[config.mk]
export PLATFORM = sky130hd
export DESIGN_NAME = peak_hold_bar_meter_top
export DESIGN_NICKNAME = d
export VERILOG_FILES = /design/src/hdl/phbm_pkg.sv /design/src/hdl/phbm_ctrl.sv /design/src/hdl/phbm_datapath.sv /design/src/hdl/peak_hold_bar_meter_top.sv
export VERILOG_INCLUDE_DIRS = /design/src /design/src/hdl
export SDC_FILE = /design/constraint.sdc
export NUM_CORES = 1
export LEC_CHECK = 0
export ABC_AREA = 0
export ABC_CLOCK_PERIOD_IN_PS = 9200
export BUFFER_PORTS_ARGS = -buffer_cell sky130_fd_sc_hd__buf_2
export CAP_MARGIN = 10
export CORE_UTILIZATION = 60
export CTS_CLUSTER_DIAMETER = 200
export CTS_CLUSTER_SIZE = 20
export DETAILED_ROUTE_END_ITERATION = 12
export GPL_TIMING_DRIVEN = 0
export PLACE_DENSITY = 0.77
export SLEW_MARGIN = 40
export SYNTH_ARGS = -nofsm -noshare
export SYNTH_HDL_FRONTEND = slang
export SYNTH_SLANG_ARGS = --single-unit
[constraint.sdc]
create_clock -name clk -period 9.2 [get_ports clk]
set_clock_uncertainty 0.05 [all_clocks]
set_input_delay 0.92 -clock clk [delete_from_list [all_inputs] [get_ports clk]]
set_output_delay 0.92 -clock clk [all_outputs]
set_load 0.05 [all_outputs]
[src/hdl/peak_hold_bar_meter_top_assert.svh]
// Assertion macros used by the peak hold bar meter RTL.
`ifndef PEAK_HOLD_BAR_METER_TOP_ASSERT_SVH
`define PEAK_HOLD_BAR_METER_TOP_ASSERT_SVH

// Same-cycle implication, clocked on clk, off during reset.
`define PHBM_ASSERT_IMPL(lbl, ante, cons) \
	lbl: assert property (@(posedge clk) disable iff (!arst_n) (ante) |-> (cons)) \
		else $error("same-cycle check failed");

// Next-cycle implication, clocked on clk, off during reset.
`define PHBM_ASSERT_NEXT(lbl, ante, cons) \
	lbl: assert property (@(posedge clk) disable iff (!arst_n) (ante) |=> (cons)) \
		else $error("next-cycle check failed");

`endif

[src/hdl/phbm_pkg.sv]
// Shared constants, register codes and control structs of the bar meter.
`timescale 1ns / 1ps

package phbm_pkg;

	localparam int BAND_COUNT_DEF = 5;
	localparam int ROW_COUNT_DEF  = 5;
	localparam int OUT_ROWS       = 5;

	localparam int BAND_W     = 3;
	localparam int LVL_W      = 11;
	localparam int GAIN_W     = 8;
	localparam int PIX_W      = 8;
	localparam int CFG_IDX_W  = 3;
	localparam int CFG_DATA_W = 11;

	// register indexes
	localparam logic [CFG_IDX_W-1:0] REG_ATTACK_GAIN  = 3'd0;
	localparam logic [CFG_IDX_W-1:0] REG_RELEASE_GAIN = 3'd1;
	localparam logic [CFG_IDX_W-1:0] REG_SNAP_THRESH  = 3'd2;
	localparam logic [CFG_IDX_W-1:0] REG_MAX_HEIGHT   = 3'd3;
	localparam logic [CFG_IDX_W-1:0] REG_PEAK_DECAY   = 3'd4;
	localparam logic [CFG_IDX_W-1:0] REG_PEAK_SCALE   = 3'd5;
	localparam logic [CFG_IDX_W-1:0] REG_BODY_BASE    = 3'd6;
	localparam logic [CFG_IDX_W-1:0] REG_BODY_SPAN    = 3'd7;

	// controller -> datapath
	typedef struct packed {
		logic load;
		logic mul;
		logic upd_h;
		logic upd_p;
		logic peak;
		logic row;
		logic out_load;
	} cmd_t;

	// datapath -> controller
	typedef struct packed {
		logic in_range;
		logic row_last;
		logic out_free;
	} status_t;

endpackage

[src/hdl/phbm_ctrl.sv]
// Sequencer of the bar meter: steps one transaction through the datapath.
`timescale 1ns / 1ps

module phbm_ctrl (
	input  logic             clk,
	input  logic             arst_n,
	input  logic             in_valid,
	output logic             in_ready,
	input  phbm_pkg::status_t sts,
	output phbm_pkg::cmd_t   cmd
);
	import phbm_pkg::*;

	typedef enum logic [2:0] {
		ST_IDLE,
		ST_MUL,
		ST_UPD_H,
		ST_UPD_P,
		ST_PEAK,
		ST_ROWS,
		ST_DONE
	} state_t;

	state_t state_q;
	logic   in_ready_q;

	always_ff @(posedge clk or negedge arst_n) begin
		if (!arst_n) begin
			state_q    <= ST_IDLE;
			in_ready_q <= 1'b1;
		end else begin
			unique case (state_q)
				ST_IDLE: begin
					if (in_valid) begin
						state_q    <= ST_MUL;
						in_ready_q <= 1'b0;
					end
				end
				ST_MUL: begin
					state_q <= sts.in_range ? ST_UPD_H : ST_DONE;
				end
				ST_UPD_H: state_q <= ST_UPD_P;
				ST_UPD_P: state_q <= ST_PEAK;
				ST_PEAK:  state_q <= ST_ROWS;
				ST_ROWS: begin
					if (sts.row_last) begin
						state_q <= ST_DONE;
					end
				end
				ST_DONE: begin
					if (sts.out_free) begin
						state_q    <= ST_IDLE;
						in_ready_q <= 1'b1;
					end
				end
				default: begin
					state_q    <= ST_IDLE;
					in_ready_q <= 1'b1;
				end
			endcase
		end
	end

	assign in_ready = in_ready_q;

	always_comb begin
		cmd      = '0;
		cmd.load = in_ready_q & in_valid;
		unique case (state_q)
			ST_MUL:   cmd.mul   = 1'b1;
			ST_UPD_H: cmd.upd_h = 1'b1;
			ST_UPD_P: cmd.upd_p = 1'b1;
			ST_PEAK:  cmd.peak  = 1'b1;
			ST_ROWS:  cmd.row   = 1'b1;
			ST_DONE:  cmd.out_load = sts.out_free;
			default:  ;
		endcase
	end

endmodule

[src/hdl/phbm_datapath.sv]
// Datapath of the bar meter: config, band state, level update, row render, output.
`timescale 1ns / 1ps

`include "peak_hold_bar_meter_top_assert.svh"

module phbm_datapath #(
	parameter int BAND_COUNT = phbm_pkg::BAND_COUNT_DEF,
	parameter int ROW_COUNT  = phbm_pkg::ROW_COUNT_DEF
) (
	input  logic                             clk,
	input  logic                             arst_n,
	input  logic                             cfg_we,
	input  logic [phbm_pkg::CFG_IDX_W-1:0]   cfg_index,
	input  logic [phbm_pkg::CFG_DATA_W-1:0]  cfg_data,
	input  logic [phbm_pkg::BAND_W-1:0]      band_index,
	input  logic [phbm_pkg::LVL_W-1:0]       target_level,
	input  logic                             out_ready,
	output logic                             out_valid,
	output logic [phbm_pkg::BAND_W-1:0]      column_index,
	output logic [phbm_pkg::PIX_W-1:0]       pixel_row0,
	output logic [phbm_pkg::PIX_W-1:0]       pixel_row1,
	output logic [phbm_pkg::PIX_W-1:0]       pixel_row2,
	output logic [phbm_pkg::PIX_W-1:0]       pixel_row3,
	output logic [phbm_pkg::PIX_W-1:0]       pixel_row4,
	input  phbm_pkg::cmd_t                   cmd,
	output phbm_pkg::status_t                sts
);
	import phbm_pkg::*;

	localparam int BIDX_W  = (BAND_COUNT > 1) ? $clog2(BAND_COUNT) : 1;
	localparam int RW      = $clog2(ROW_COUNT);
	localparam int DIV_SH  = 16;
	// reciprocal of (ROW_COUNT-1), exact for 8-bit numerators
	localparam int RECIP   = (2**DIV_SH + ROW_COUNT - 2) / (ROW_COUNT - 1);
	localparam int TOP_LVL = (ROW_COUNT - 1) * 256 + 128;

	// configuration
	logic [GAIN_W-1:0] attack_gain_q, release_gain_q, snap_thresh_q;
	logic [LVL_W-1:0]  max_height_q;
	logic [7:0]        peak_decay_q, peak_scale_q, body_base_q, body_span_q;

	always_ff @(posedge clk or negedge arst_n) begin
		if (!arst_n) begin
			attack_gain_q  <= 8'd77;
			release_gain_q <= 8'd33;
			snap_thresh_q  <= 8'd20;
			max_height_q   <= 11'd1152;
			peak_decay_q   <= 8'd13;
			peak_scale_q   <= 8'd56;
			body_base_q    <= 8'd150;
			body_span_q    <= 8'd105;
		end else if (cfg_we) begin
			unique case (cfg_index)
				REG_ATTACK_GAIN:  attack_gain_q  <= cfg_data[7:0];
				REG_RELEASE_GAIN: release_gain_q <= cfg_data[7:0];
				REG_SNAP_THRESH:  snap_thresh_q  <= cfg_data[7:0];
				REG_MAX_HEIGHT:   max_height_q   <= cfg_data;
				REG_PEAK_DECAY:   peak_decay_q   <= cfg_data[7:0];
				REG_PEAK_SCALE:   peak_scale_q   <= cfg_data[7:0];
				REG_BODY_BASE:    body_base_q    <= cfg_data[7:0];
				REG_BODY_SPAN:    body_span_q    <= cfg_data[7:0];
				default: ;
			endcase
		end
	end

	// per-band state
	logic [LVL_W-1:0] bar_height_q [BAND_COUNT];
	logic [LVL_W-1:0] peak_level_q [BAND_COUNT];

	// working registers
	logic [BAND_W-1:0] band_q;
	logic [LVL_W-1:0]  target_q, h_q, p_q, gap_q;
	logic              in_range_q, rise_q, pnz_q;
	logic [18:0]       prod_q;
	logic [7:0]        qs_q, pb_q;
	logic [RW-1:0]     rs_q, pd_q, d_q, r_acc_q;
	logic [8:0]        q_acc_q;
	logic [PIX_W-1:0]  col_q [OUT_ROWS];
	logic              out_valid_q;

	logic [BIDX_W-1:0] bsel_in, bsel_q;
	assign bsel_in = BIDX_W'(band_index);
	assign bsel_q  = BIDX_W'(band_q);

	// attack / release product
	logic [LVL_W-1:0]  gap_d;
	logic              rise_d;
	logic [GAIN_W-1:0] gain_d;
	logic [24:0]       span_prod;
	assign rise_d    = target_q > h_q;
	assign gap_d     = rise_d ? target_q - h_q : h_q - target_q;
	assign gain_d    = rise_d ? attack_gain_q : release_gain_q;
	assign span_prod = 25'(body_span_q) * 25'(RECIP);

	// height update
	logic [LVL_W-1:0] step, h_mov, h_snap, h_next;
	logic [11:0]      qs_times_d;
	assign step       = prod_q[18:8];
	assign h_mov      = rise_q ? h_q + step : h_q - step;
	assign h_snap     = (gap_q < LVL_W'(snap_thresh_q)) ? target_q : h_mov;
	assign h_next     = (h_snap > max_height_q) ? max_height_q : h_snap;
	assign qs_times_d = 12'(qs_q) * 12'(ROW_COUNT - 1);

	// peak update
	logic [LVL_W-1:0] p_max, p_next;
	assign p_max  = (h_q > p_q) ? h_q : p_q;
	assign p_next = (p_max > LVL_W'(peak_decay_q)) ? p_max - LVL_W'(peak_decay_q) : '0;

	// peak pixel and its row
	logic [18:0] pb_prod;
	logic [11:0] top_diff;
	logic [3:0]  prow_raw;
	logic [RW-1:0] prow_c;
	assign pb_prod  = 19'(p_q) * 19'(peak_scale_q);
	assign top_diff = (12'(TOP_LVL) > 12'(p_q)) ? 12'(TOP_LVL) - 12'(p_q) : '0;
	assign prow_raw = top_diff[11:8];
	assign prow_c   = (5'(prow_raw) > 5'(ROW_COUNT - 1)) ? RW'(ROW_COUNT - 1) : RW'(prow_raw);

	// row renderer, bottom row first (d = rows above the bottom, counted upward)
	logic [12:0]      hx, bx, cov;
	logic [9:0]       body_sum;
	logic [PIX_W-1:0] body_pix, row_pix;
	logic [4:0]       y_row;
	logic [RW:0]      r_sum;
	assign hx       = 13'(h_q);
	assign bx       = 13'({d_q, 8'h00});
	assign cov      = hx - bx;
	assign body_sum = 10'(body_base_q) + 10'(q_acc_q);
	assign body_pix = (body_sum > 10'd255) ? 8'd255 : body_sum[7:0];
	assign y_row    = 5'(ROW_COUNT - 1) - 5'(d_q);
	assign r_sum    = (RW+1)'(r_acc_q) + (RW+1)'(rs_q);

	always_comb begin
		if (pnz_q && (d_q == pd_q)) begin
			row_pix = pb_q;
		end else if (hx >= bx + 13'd256) begin
			row_pix = body_pix;
		end else if (hx > bx) begin
			// (255 * cov) >> 8 is cov - 1 for 0 < cov < 256
			row_pix = cov[7:0] - 8'd1;
		end else begin
			row_pix = '0;
		end
	end

	always_ff @(posedge clk or negedge arst_n) begin
		if (!arst_n) begin
			for (int i = 0; i < BAND_COUNT; i++) begin
				bar_height_q[i] <= '0;
				peak_level_q[i] <= '0;
			end
		end else begin
			if (cmd.upd_h) bar_height_q[bsel_q] <= h_next;
			if (cmd.upd_p) peak_level_q[bsel_q] <= p_next;
		end
	end

	always_ff @(posedge clk) begin
		if (cmd.load) begin
			band_q     <= band_index;
			target_q   <= target_level;
			in_range_q <= 5'(band_index) < 5'(BAND_COUNT);
			h_q        <= bar_height_q[bsel_in];
			p_q        <= peak_level_q[bsel_in];
			for (int i = 0; i < OUT_ROWS; i++) col_q[i] <= '0;
		end
		if (cmd.mul) begin
			rise_q <= rise_d;
			gap_q  <= gap_d;
			prod_q <= 19'(gap_d) * 19'(gain_d);
			qs_q   <= span_prod[DIV_SH+7:DIV_SH];
		end
		if (cmd.upd_h) begin
			h_q  <= h_next;
			rs_q <= RW'(12'(body_span_q) - qs_times_d);
		end
		if (cmd.upd_p) p_q <= p_next;
		if (cmd.peak) begin
			pb_q    <= (pb_prod[18:16] != 3'd0) ? 8'd255 : pb_prod[15:8];
			pnz_q   <= p_q != '0;
			pd_q    <= RW'(ROW_COUNT - 1) - prow_c;
			d_q     <= '0;
			q_acc_q <= '0;
			r_acc_q <= '0;
		end
		if (cmd.row) begin
			if (y_row < 5'(OUT_ROWS)) col_q[3'(y_row)] <= row_pix;
			d_q <= d_q + 1'b1;
			// running span*d/(ROW_COUNT-1): quotient and remainder step
			if (r_sum >= (RW+1)'(ROW_COUNT - 1)) begin
				q_acc_q <= q_acc_q + 9'(qs_q) + 9'd1;
				r_acc_q <= RW'(r_sum - (RW+1)'(ROW_COUNT - 1));
			end else begin
				q_acc_q <= q_acc_q + 9'(qs_q);
				r_acc_q <= RW'(r_sum);
			end
		end
		if (cmd.out_load) begin
			column_index <= band_q;
			pixel_row0   <= col_q[0];
			pixel_row1   <= col_q[1];
			pixel_row2   <= col_q[2];
			pixel_row3   <= col_q[3];
			pixel_row4   <= col_q[4];
		end
	end

	always_ff @(posedge clk or negedge arst_n) begin
		if (!arst_n) begin
			out_valid_q <= 1'b0;
		end else if (cmd.out_load) begin
			out_valid_q <= 1'b1;
		end else if (out_ready) begin
			out_valid_q <= 1'b0;
		end
	end

	assign out_valid    = out_valid_q;
	assign sts.in_range = in_range_q;
	assign sts.row_last = d_q == RW'(ROW_COUNT - 1);
	assign sts.out_free = !out_valid_q || out_ready;

	`PHBM_ASSERT_IMPL(a_write_in_range, cmd.upd_h || cmd.upd_p, in_range_q)
	`PHBM_ASSERT_IMPL(a_height_ceiling, cmd.upd_h, h_next <= max_height_q)
	`PHBM_ASSERT_IMPL(a_peak_row_range, cmd.row, pd_q <= RW'(ROW_COUNT - 1))
	`PHBM_ASSERT_NEXT(a_result_shown, cmd.out_load, out_valid_q)

endmodule

[src/hdl/peak_hold_bar_meter_top.sv]
// Top level of the LED bar-graph meter with peak hold.
`timescale 1ns / 1ps

// Each input transaction carries a band index and a Q3.8 target level; the block
// moves that band's bar height toward the target (attack gain rising, release gain
// falling, snap inside the threshold, clamp at max_height), lets the band's peak
// follow and decay, and returns one transaction with the band's brightness column:
// gradient body, partial tip row, peak pixel on top. Bands beyond BAND_COUNT return
// an all-dark column and leave the state alone. An in-range transaction passes the
// multiply, height, peak, peak-pixel and row states before the hand-off, an
// out-of-range one goes from the multiply to the hand-off; the row renderer steps
// one row per cycle; attack/release and peak multiplies each have their own state.
// Results sit in an output register, so a new transaction is taken while the last
// result waits; the block only holds when a second result is ready before the
// first is taken. Configuration writes take effect at once; write them while idle.
// Band heights and peaks reset to zero, registers to their documented defaults.

module peak_hold_bar_meter_top #(
	parameter int BAND_COUNT = phbm_pkg::BAND_COUNT_DEF,
	parameter int ROW_COUNT  = phbm_pkg::ROW_COUNT_DEF
) (
	input  logic                             clk,
	input  logic                             arst_n,
	// configuration write port
	input  logic                             cfg_we,
	input  logic [phbm_pkg::CFG_IDX_W-1:0]   cfg_index,
	input  logic [phbm_pkg::CFG_DATA_W-1:0]  cfg_data,
	// input channel
	input  logic                             in_valid,
	output logic                             in_ready,
	input  logic [phbm_pkg::BAND_W-1:0]      band_index,
	input  logic [phbm_pkg::LVL_W-1:0]       target_level,
	// result channel
	output logic                             out_valid,
	input  logic                             out_ready,
	output logic [phbm_pkg::BAND_W-1:0]      column_index,
	output logic [phbm_pkg::PIX_W-1:0]       pixel_row0,
	output logic [phbm_pkg::PIX_W-1:0]       pixel_row1,
	output logic [phbm_pkg::PIX_W-1:0]       pixel_row2,
	output logic [phbm_pkg::PIX_W-1:0]       pixel_row3,
	output logic [phbm_pkg::PIX_W-1:0]       pixel_row4
);
	import phbm_pkg::*;

	// command and status between sequencer and datapath
	cmd_t    cmd;
	status_t sts;

	// sequencer: accept, multiply, update height, update peak, render rows, hand off
	phbm_ctrl u_ctrl (
		.clk      (clk),
		.arst_n   (arst_n),
		.in_valid (in_valid),
		.in_ready (in_ready),
		.sts      (sts),
		.cmd      (cmd)
	);

	// datapath: registers, band state, arithmetic and the output register
	phbm_datapath #(
		.BAND_COUNT (BAND_COUNT),
		.ROW_COUNT  (ROW_COUNT)
	) u_datapath (
		.clk          (clk),
		.arst_n       (arst_n),
		.cfg_we       (cfg_we),
		.cfg_index    (cfg_index),
		.cfg_data     (cfg_data),
		.band_index   (band_index),
		.target_level (target_level),
		.out_ready    (out_ready),
		.out_valid    (out_valid),
		.column_index (column_index),
		.pixel_row0   (pixel_row0),
		.pixel_row1   (pixel_row1),
		.pixel_row2   (pixel_row2),
		.pixel_row3   (pixel_row3),
		.pixel_row4   (pixel_row4),
		.cmd          (cmd),
		.sts          (sts)
	);

endmodule
# After elaboration in Yosys (flattened, before gate mapping)
# Memory sizes are Yosys's and may differ from the RTL's. A register that Yosys moved wholly into a read port is not among the register bits.
# Cells that the tools add are included.
classes:
  order_cmp: 16
  mul: 2
  bitwise: 4
  eq_ne: 18
  reduce_logical: 23
  muxes: 55
  n_addsub: 18
ops:
  columns: ["cell", "n"]
  rows:
  - ["2-to-1 mux 11 bit", 15]
  - ["bitwise mux 55 bit", 2]
  - ["binary-select mux 11 bit (select 3 bit)", 2]
  - ["greater-than comparator 11 bit", 4]
  - ["2-to-1 mux 8 bit", 5]
  - ["multiplier 11 x 8 -> 19 bit", 2]
  - ["demux 11 bit (select 3 bit)", 1]
  - ["subtractor 11 bit", 3]
  - ["2-to-1 mux 3 bit", 9]
  - ["2-to-1 mux 9 bit", 3]
  - ["== test 3 bit (second input constant)", 8]
  - ["one-hot mux 3 bit (7 select lines)", 1]
  - ["AND reduction 2 bit", 8]
  - ["subtractor 8 x 1 -> 8 bit (second input constant)", 2]
  - ["2-to-1 mux 1 bit", 15]
  - ["adder 11 x 9 -> 12 bit (second input constant)", 1]
  - ["== test 3 x 2 -> 1 bit (second input constant)", 4]
  - [">= comparator 11 x 12 -> 1 bit", 1]
  - ["2-to-1 mux 12 bit", 1]
  - ["subtractor 11 x 11 -> 12 bit (first input constant)", 1]
  - ["adder 11 bit", 1]
  - ["greater-than comparator 11 bit (first input constant)", 1]
  - ["greater-than comparator 11 x 8 -> 1 bit", 1]
  - ["less-than comparator 11 x 8 -> 1 bit", 1]
  - ["other kinds (34)", 44]
word_totals:
  word_cells: 175
  register_bits: 289
  mem_count: 1
  mem_bits_rw: 40
  in_bits: 33
  output_inout_bits: 45
memory_table:
  columns: ["name", "depth", "word_bits", "rd", "rd_ports_with_merged_regs", "write_ports", "line_no", "rtl"]
  rows:
  - ["u_datapath.col_q", 5, 8, 5, 5, 6, "phbm_datapath.sv:79", "logic [PIX_W-1:0] col_q [OUT_ROWS];"]

# Depth between registers and ports, before layout
# Gate-level depths: netlist of run 1.
depth:
  depth_word: 6
  ltp_mapped: 29
  depth_no_buf: 27

# Hierarchy
# A second synthesis of run 1 with hierarchy kept.
unflattened:
  hier_cells: 2199
  hier_area_um2: 23477.5
by_module_without_submodules:
  columns: ["module", "area_per_inst_um2", "cells_each", "seq_area_each_um2", "n_inst"]
  rows:
  - ["phbm_datapath", 23214.8, 2169, 9859.5, 1]
  - ["phbm_ctrl", 262.8, 30, 101.3, 1]

# Worst setup path before layout of run 1
# No wires, ideal clock.
synth_timing:
  kind: "register to register"
  startpoint: "reg u_datapath.h_q[8]"
  endpoint: "reg u_datapath.prod_q[18], data pin"
  stages_incl_launch_ff: 27
  arrival_time_ns: 6.671
  setup_time_ns: 0.255
  n_path_buf: 3
  setup_slack_ns: 2.224
  synth_period_minus_slack_ns: 6.976
  t_required_ns: 8.895
  cell_sequence: "edfxtp_1 -> inv_1 -> ha_1 -> buf_2 -> nand4_1 -> nor3_2 -> a21o_1 -> buf_4 -> buf_4 -> mux2i_1 -> xor2_1 -> nor2_1 -> fa_1 -> fa_1 -> fa_1 -> inv_1 -> fa_1 -> inv_1 -> ha_1 -> a21o_1 -> a21oi_1 -> o21ai_0 -> a221o_1 -> nor3_1 -> a21oi_1 -> or4_1 -> and3_1"
synth_via:
  elab_chain_cells: 3
  word_cells_on_any_way: 6
  classes_between: "add/sub (2); mul (1); order compare (1); mux (2)"
synth_rtl:
  columns: ["item", "line_no", "rtl"]
  rows:
  - ["from (decl)", "phbm_datapath.sv:73", "logic [LVL_W-1:0] target_q, h_q, p_q, gap_q;"]
  - ["from (signal assigned)", "phbm_datapath.sv:164", "h_q <= bar_height_q[bsel_in];"]
  - ["from (signal assigned)", "phbm_datapath.sv:175", "h_q <= h_next;"]
  - ["subtractor 11 bit / greater-than comparator 11 bit (equally long branches)", "phbm_datapath.sv:92, phbm_datapath.sv:91", null]
  - ["2-to-1 mux 11 bit / 2-to-1 mux 8 bit (equally long branches)", "phbm_datapath.sv:92, phbm_datapath.sv:93", null]
  - ["multiplier 11 x 8 -> 19 bit *", "phbm_datapath.sv:171", "prod_q <= 19'(gap_d) * 19'(gain_d);"]
  - ["to (signal assigned)", "phbm_datapath.sv:171", null]
  - ["to (decl)", "phbm_datapath.sv:75", "logic [18:0] prod_q;"]
# Every way passes the cells marked *; elsewhere a longest branch is shown, timed or not.
# A chain may end at the register's enable or synchronous reset.

# Worst setup path in the final report of run 1
layout_timing:
  startpoint: "reg u_datapath.h_q[0]"
  endpoint: "reg u_datapath.prod_q[18], data pin"
# Same word-level chain as after synthesis.

==> results of run 1 <==
==> per-stage QoR <==
step	cell area (um2)	worst slack, ps
2_1_floorplan	23600	2220
3_3_place_gp	24600	963
3_5_place_dp	24800	955
4_1_cts	25500	924
5_1_grt	25500	562
6_report	25500	977
==> how the worst min path moves through the flow <==
stage	slack [ps]	startpoint	to	depth (start not counted)
after floorplan	350	u_datapath.col_q[0][0]	pixel_row0[0]	0
after global placement	350	u_datapath.col_q[4][3]	pixel_row4[3]	0
after detailed placement	350	u_datapath.col_q[2][5]	pixel_row2[5]	0
after CTS	220	arst_n	u_datapath.bar_height_q[29]	1
after global routing	240	arst_n	u_datapath.bar_height_q[29]	1
final	210	arst_n	u_datapath.bar_height_q[29]	1
==> cell families after synthesis <==
logic type	count (synthesis)	share of synthesized area
fa+ha+maj	284	0.186
buf+inv	297	0.0480
compound gates	373	0.103
simple gates	617	0.125
mux	163	0.0863
flops	361	0.422
xor+xnor	79	0.0296
==> area by class of cell <==
| type | count | area, um2 | area share |
|---|---|---|---|
| clock inverter | 2 | 36.3 | 0.00142 |
| timing repair buffer | 82 | 503 | 0.0197 |
| buffer | 81 | 323 | 0.0127 |
| clock buffer | 38 | 611 | 0.0239 |
| multi-input combinational | 1516 | 12600 | 0.495 |
| tap | 518 | 648 | 0.0254 |
| sequential | 361 | 9960 | 0.390 |
| inverter | 216 | 811 | 0.0318 |
==> cells in the final DEF (no fill, tap or decap), types with 26 or more instances in the layout <==
| cell type | Yosys | final |
|---|---|---|
| fa_1 | 113 | 113 |
| inv_1 | 214 | 214 |
| ha_1 | 171 | 171 |
| nor2_1 | 186 | 185 |
| nor3_1 | 29 | 27 |
| mux2_2 | 114 | 114 |
| a21o_1 | 29 | 29 |
| xnor2_1 | 47 | 43 |
| buf_2 | 7 | 83 |
| nand2_1 | 174 | 174 |
| clkbuf_1 | 68 | 84 |
| nand3_1 | 37 | 37 |
| a21oi_1 | 77 | 77 |
| dfrtp_1 | 157 | 157 |
| xor2_1 | 31 | 29 |
| o21ai_0 | 128 | 128 |
| edfxtp_1 | 179 | 179 |
| and2_1 | 59 | 59 |
| or2_2 | 26 | 26 |
==> per-layer routing <==
layer,vias up,part of all wire,track usage
li1,7769,-,-
met1,8386,0.43,0.386
met2,513,0.50,0.476
met3,75,0.052,0.0229
met4,0,0.022,0.0687
met5,-,0,0
==> registers in the layout, summed over array words and instances, names as in the netlist, 8 cells and up <==
name / count
u_datapath.body_span_q: 8
u_datapath.attack_gain_q: 8
u_datapath.p_q: 11
u_datapath.body_base_q: 8
pixel_row4: 8
pixel_row1: 8
pixel_row3: 8
u_datapath.col_q: 40
u_datapath.gap_q: 11
u_datapath.prod_q: 11
u_datapath.h_q: 11
u_datapath.peak_decay_q: 8
u_datapath.release_gain_q: 8
u_datapath.target_q: 11
u_datapath.snap_thresh_q: 8
u_datapath.pb_q: 8
pixel_row2: 8
u_datapath.bar_height_q: 55
u_datapath.peak_scale_q: 8
u_datapath.q_acc_q: 9
u_datapath.peak_level_q: 55
pixel_row0: 8
u_datapath.max_height_q: 11
==> worst max-delay path, cell delays in order, from the launching register on <==
cell and delay (ps):
edfxtp_1 670, inv_1 230, ha_1 340, clkbuf_1 380, nand4_1 230, nor3_2 320
a21o_1 130, buf_4 150, buf_4 240, mux2i_1 300, xor2_2 500, nor2_1 130
fa_1 500, fa_1 540, fa_1 560, inv_1 60, fa_1 540, inv_1 40
ha_1 360, a21o_1 200, a21oi_1 140, o21ai_0 130, a221o_1 350, nor3_1 140
a21oi_1 150, or4_1 410, and3_1 170
==> run metrics, run 1 <==
hold_ws 213 ps; insertion delay to the later sink of the worst-skew pair about 560 ps; layout overhead on the synthesized area 8.05%; Final Core Density 0.659; DR pass1 iterations 5; Cells after Synth between 2000 and 2500; register area share after synthesis 0.422; status complete, no violations; Worst R2R Start u_datapath.h_q[0]; Final setup viols 0; Root Buffer clkbuf_16; PortBufs 74; final hold vios 0; CTS tree done; via count between 15000 and 20000; post-DR vias/cell around 5.9; ANT cells 0; nets@finish between 2000 and 3000; die height 200 um; Cell Rows just over 70; Clock Pin Slew Worst Setup and Hold Paths ~90 ps; Final Wtd Congestion roughly 0.9; total core area 38700 um2; worst path arrival time approximately 8500 ps; global-route wire length before repair around 90000 um; worst-path fanout max 10; Initial Util 0.609; post-route insts no fill ~2800; Yosys cell types 80; Tmin final around 8200 ps; clock sink count ~360; Placed Instances 2774; htree depth 1; Syn Area/Cell approximately 11 um2; Ports slightly below 80; r2r setup slk about 980 ps; Area contributors post-synth edfxtp_1 23%, dfrtp_1 17%, fa_1 9.6%; Setup CP Type flop to flop; CTS resizes 0; Avg WL per Cell between 15 and 20 um; Hold Crit Class primary input to asynchronous set/reset pin; fill count 2999; post-route antenna net violation count 0; initial antenna violation count 0; postcts setup bufs 0; DR iter-0 viols 1236; Final Slew Violations 0; setup_tns 0 ps; CTS Buffer Depth 3; R2R Path End u_datapath.prod_q[18]; Die ar. roughly 40000 um2; largest area contributor in the synthesized netlist edfxtp_1; vias in the first global route roughly 17000; All-Layer GR Usage 0.278; fmax ~120 MHz; number of synthesized flops with an enable pin about 180; fraction of layout cells with a size suffix above 1 0.146; Worst EP required 9460 ps; Ys Warns 0; Primary FF master, synth edfxtp_1; RSZ-0062 raised after global routing false; Routed Wire Length 54400 um; Synth top area share 0.228; # DRC 0; Commonest cells post-synth 214 x inv_1, 186 x nor2_1, 179 x edfxtp_1, 174 x nand2_1, 171 x ha_1; Max Cap Violations 0; syn_nets 2491; cts bufs inserted 22; Reg2Reg Depth 26; CP Capture Point u_datapath.prod_q[18]; Synth async-reset ratio 0.504; HPWL Detailed 41800 um; total gr overflow 0; CTS Hold Buffers Added 0; largest net degree at the start of global routing 71; cell with the most instances after synthesis inv_1; Least-Margin Pin Slew 839 ps; worst rel slew slack 0.437; final worst path period share 0.894; Setup crit start kind flop; element type at the critical path end flop; Mapped Area around 24000 um2; number of synthesized register bits approximately 360; first element of the critical path u_datapath.h_q[0]; Die Width approximately 200 um
Power of run 1 is not shown: default switching activity piles up to over one toggle a cycle in this logic, so the estimate is an artifact.
==> run 2, diff against run 1 <==
CORE_UTILIZATION = 45   (was 60)
PLACE_DENSITY = default   (was 0.77)
==> run 2 against run 1 <==
First-iteration DRC count fell by 22%. Clock-buffer cell count did not move. Cell area rose by 0.99%.
==> run metrics, run 2 (same netlist as run 1, synthesis figures left out) <==
most common cell after layout, fill and taps aside inv_1 (unchanged); Avg WL per Cell 19.1 um (was 19.3 um); Die Width 231 um (was 200 um); Final Wtd Congestion 0.916 (was 0.927); cts bufs inserted 22 (unchanged); Max Cap Violations 0 (unchanged); fmax 121 MHz (was 122 MHz); post-route antenna net violation count 0 (unchanged); CTS resizes 0 (unchanged); max incr delay on CP 650 ps (was 670 ps); DR pass1 iterations 5 (unchanged); hold_ws 182 ps (was 213 ps); total gr overflow 0 (unchanged); CTS tree done (unchanged); CTS Buffer Depth 3 (unchanged); Largest regs u_datapath.bar_height_q x55, u_datapath.peak_level_q x55, u_datapath.col_q x40 (unchanged); Routed Wire Length 57000 um (was 54400 um); Ports 78 (unchanged); worst rel slew slack 0.441 (was 0.437); nets@finish 2599 (was 2597); Final Slew Violations 0 (unchanged); first element of the critical path u_datapath.h_q[0] (unchanged); final worst path period share 0.897 (was 0.894); R2R Path End u_datapath.prod_q[18] (unchanged); Die ar. 53400 um2 (was 40100 um2); vias in the first global route 16700 (was 16900); most frequent cells in the layout 214 x inv_1, 185 x nor2_1, 179 x edfxtp_1 (unchanged); Worst EP required 9480 ps (was 9460 ps); Reg2Reg Depth 26 (unchanged); layout overhead on the synthesized area 9.12% (was 8.05%); RSZ-0062 raised after global routing false (unchanged); DR iter-0 viols 962 (was 1236); initial antenna violation count 1 (was 0); htree depth 1 (unchanged); final hold vios 0 (unchanged); total core area 51600 um2 (was 38700 um2); Clock Pin Slew Worst Setup and Hold Paths 100 ps (was 90 ps); Root Buffer clkbuf_16 (unchanged); Hold Crit Class primary input to asynchronous set/reset pin (unchanged); most used cell, CP fa_1 (unchanged); # DRC 0 (unchanged); Slowest cell on crit path edfxtp_1 (unchanged); postcts setup bufs 0 (unchanged); r2r setup slk 940 ps (was 980 ps); insertion delay to the later sink of the worst-skew pair 570 ps (was 560 ps); worst path arrival time 8530 ps (was 8480 ps); via count 16500 (was 16700); fraction of layout cells with a size suffix above 1 0.148 (was 0.146); Setup CP Type flop to flop (unchanged); HPWL Detailed 43200 um (was 41800 um); post-DR vias/cell 5.54 (was 5.95); Tmin final 8260 ps (was 8220 ps); setup_tns 0 ps (unchanged); Worst R2R Start u_datapath.h_q[0] (unchanged); Setup crit start kind flop (unchanged); Initial Util 0.457 (was 0.609); element type at the critical path end flop (unchanged); ANT cells 0 (unchanged); largest net degree at the start of global routing 80 (was 71); Final setup viols 0 (unchanged); fill count 4624 (was 2999); worst-path fanout max 10 (unchanged); Cell Rows 83 (was 72); status complete, no violations (unchanged); CTS Hold Buffers Added 0 (unchanged); All-Layer GR Usage 0.219 (was 0.278); global-route wire length before repair 91100 um (was 89100 um); PortBufs 74 (unchanged); Least-Margin Pin Slew 833 ps (was 839 ps); die height 231 um (was 200 um); clock sink count 361 (unchanged)
-- run 2: area by class of cell --
cell class	count	area, um2	area share
Sequential cell	361	9960	0.387
Clock buffer	38	632	0.0245
Buffer	81	324	0.0126
Clock inverter	1	20.0	0.000777
Tap cell	680	851	0.0330
Multi-Input combinational cell	1516	12600	0.490
Timing Repair Buffer	84	537	0.0208
Inverter	216	811	0.0315
-- run 2: how the worst max path moves through the flow --
stage | cells after the start | slack [ps] | to
after detailed placement | 26 | 1010 | u_datapath.prod_q[18]
after global placement | 26 | 820 | u_datapath.prod_q[18]
after global routing | 26 | 420 | u_datapath.prod_q[18]
after CTS | 26 | 970 | u_datapath.prod_q[18]
after floorplan | 26 | 2220 | u_datapath.prod_q[18]
final | 26 | 940 | u_datapath.prod_q[18]
-- run 2: routing by layer --
layer	global-route usage	up-vias	wire length [um]
met5	0	-	0
li1	-	7759	-
met4	0.0635	0	1510
met2	0.360	400	26800
met1	0.304	8244	26100
met3	0.0255	76	2540
-- run 2: worst max-delay path, delay by kind of cell (launching register included) --
kind | cells | cell delay, ps
multiplexers | 1 | 310
AND/OR/NAND/NOR | 6 | 1440
XOR/XNOR | 1 | 520
AO/OA/AOI/OAI | 6 | 1120
flip-flops | 1 | 650
buffers and inverters | 6 | 1100
adder cells (fa/ha/maj) | 6 | 2850
-- run 2: metrics by stage --
step           worst slack (ps)  cells  area [um2]   util
2_1_floorplan              2220   2174       23600      -
3_3_place_gp                821   2928       24800  0.481
3_5_place_dp               1010   2938       25100  0.486
4_1_cts                     969   2977       25700  0.499
5_1_grt                     422   2977       25800  0.499
6_report                    944   2977       25800  0.499
Power of run 2 is left out for the same reason.
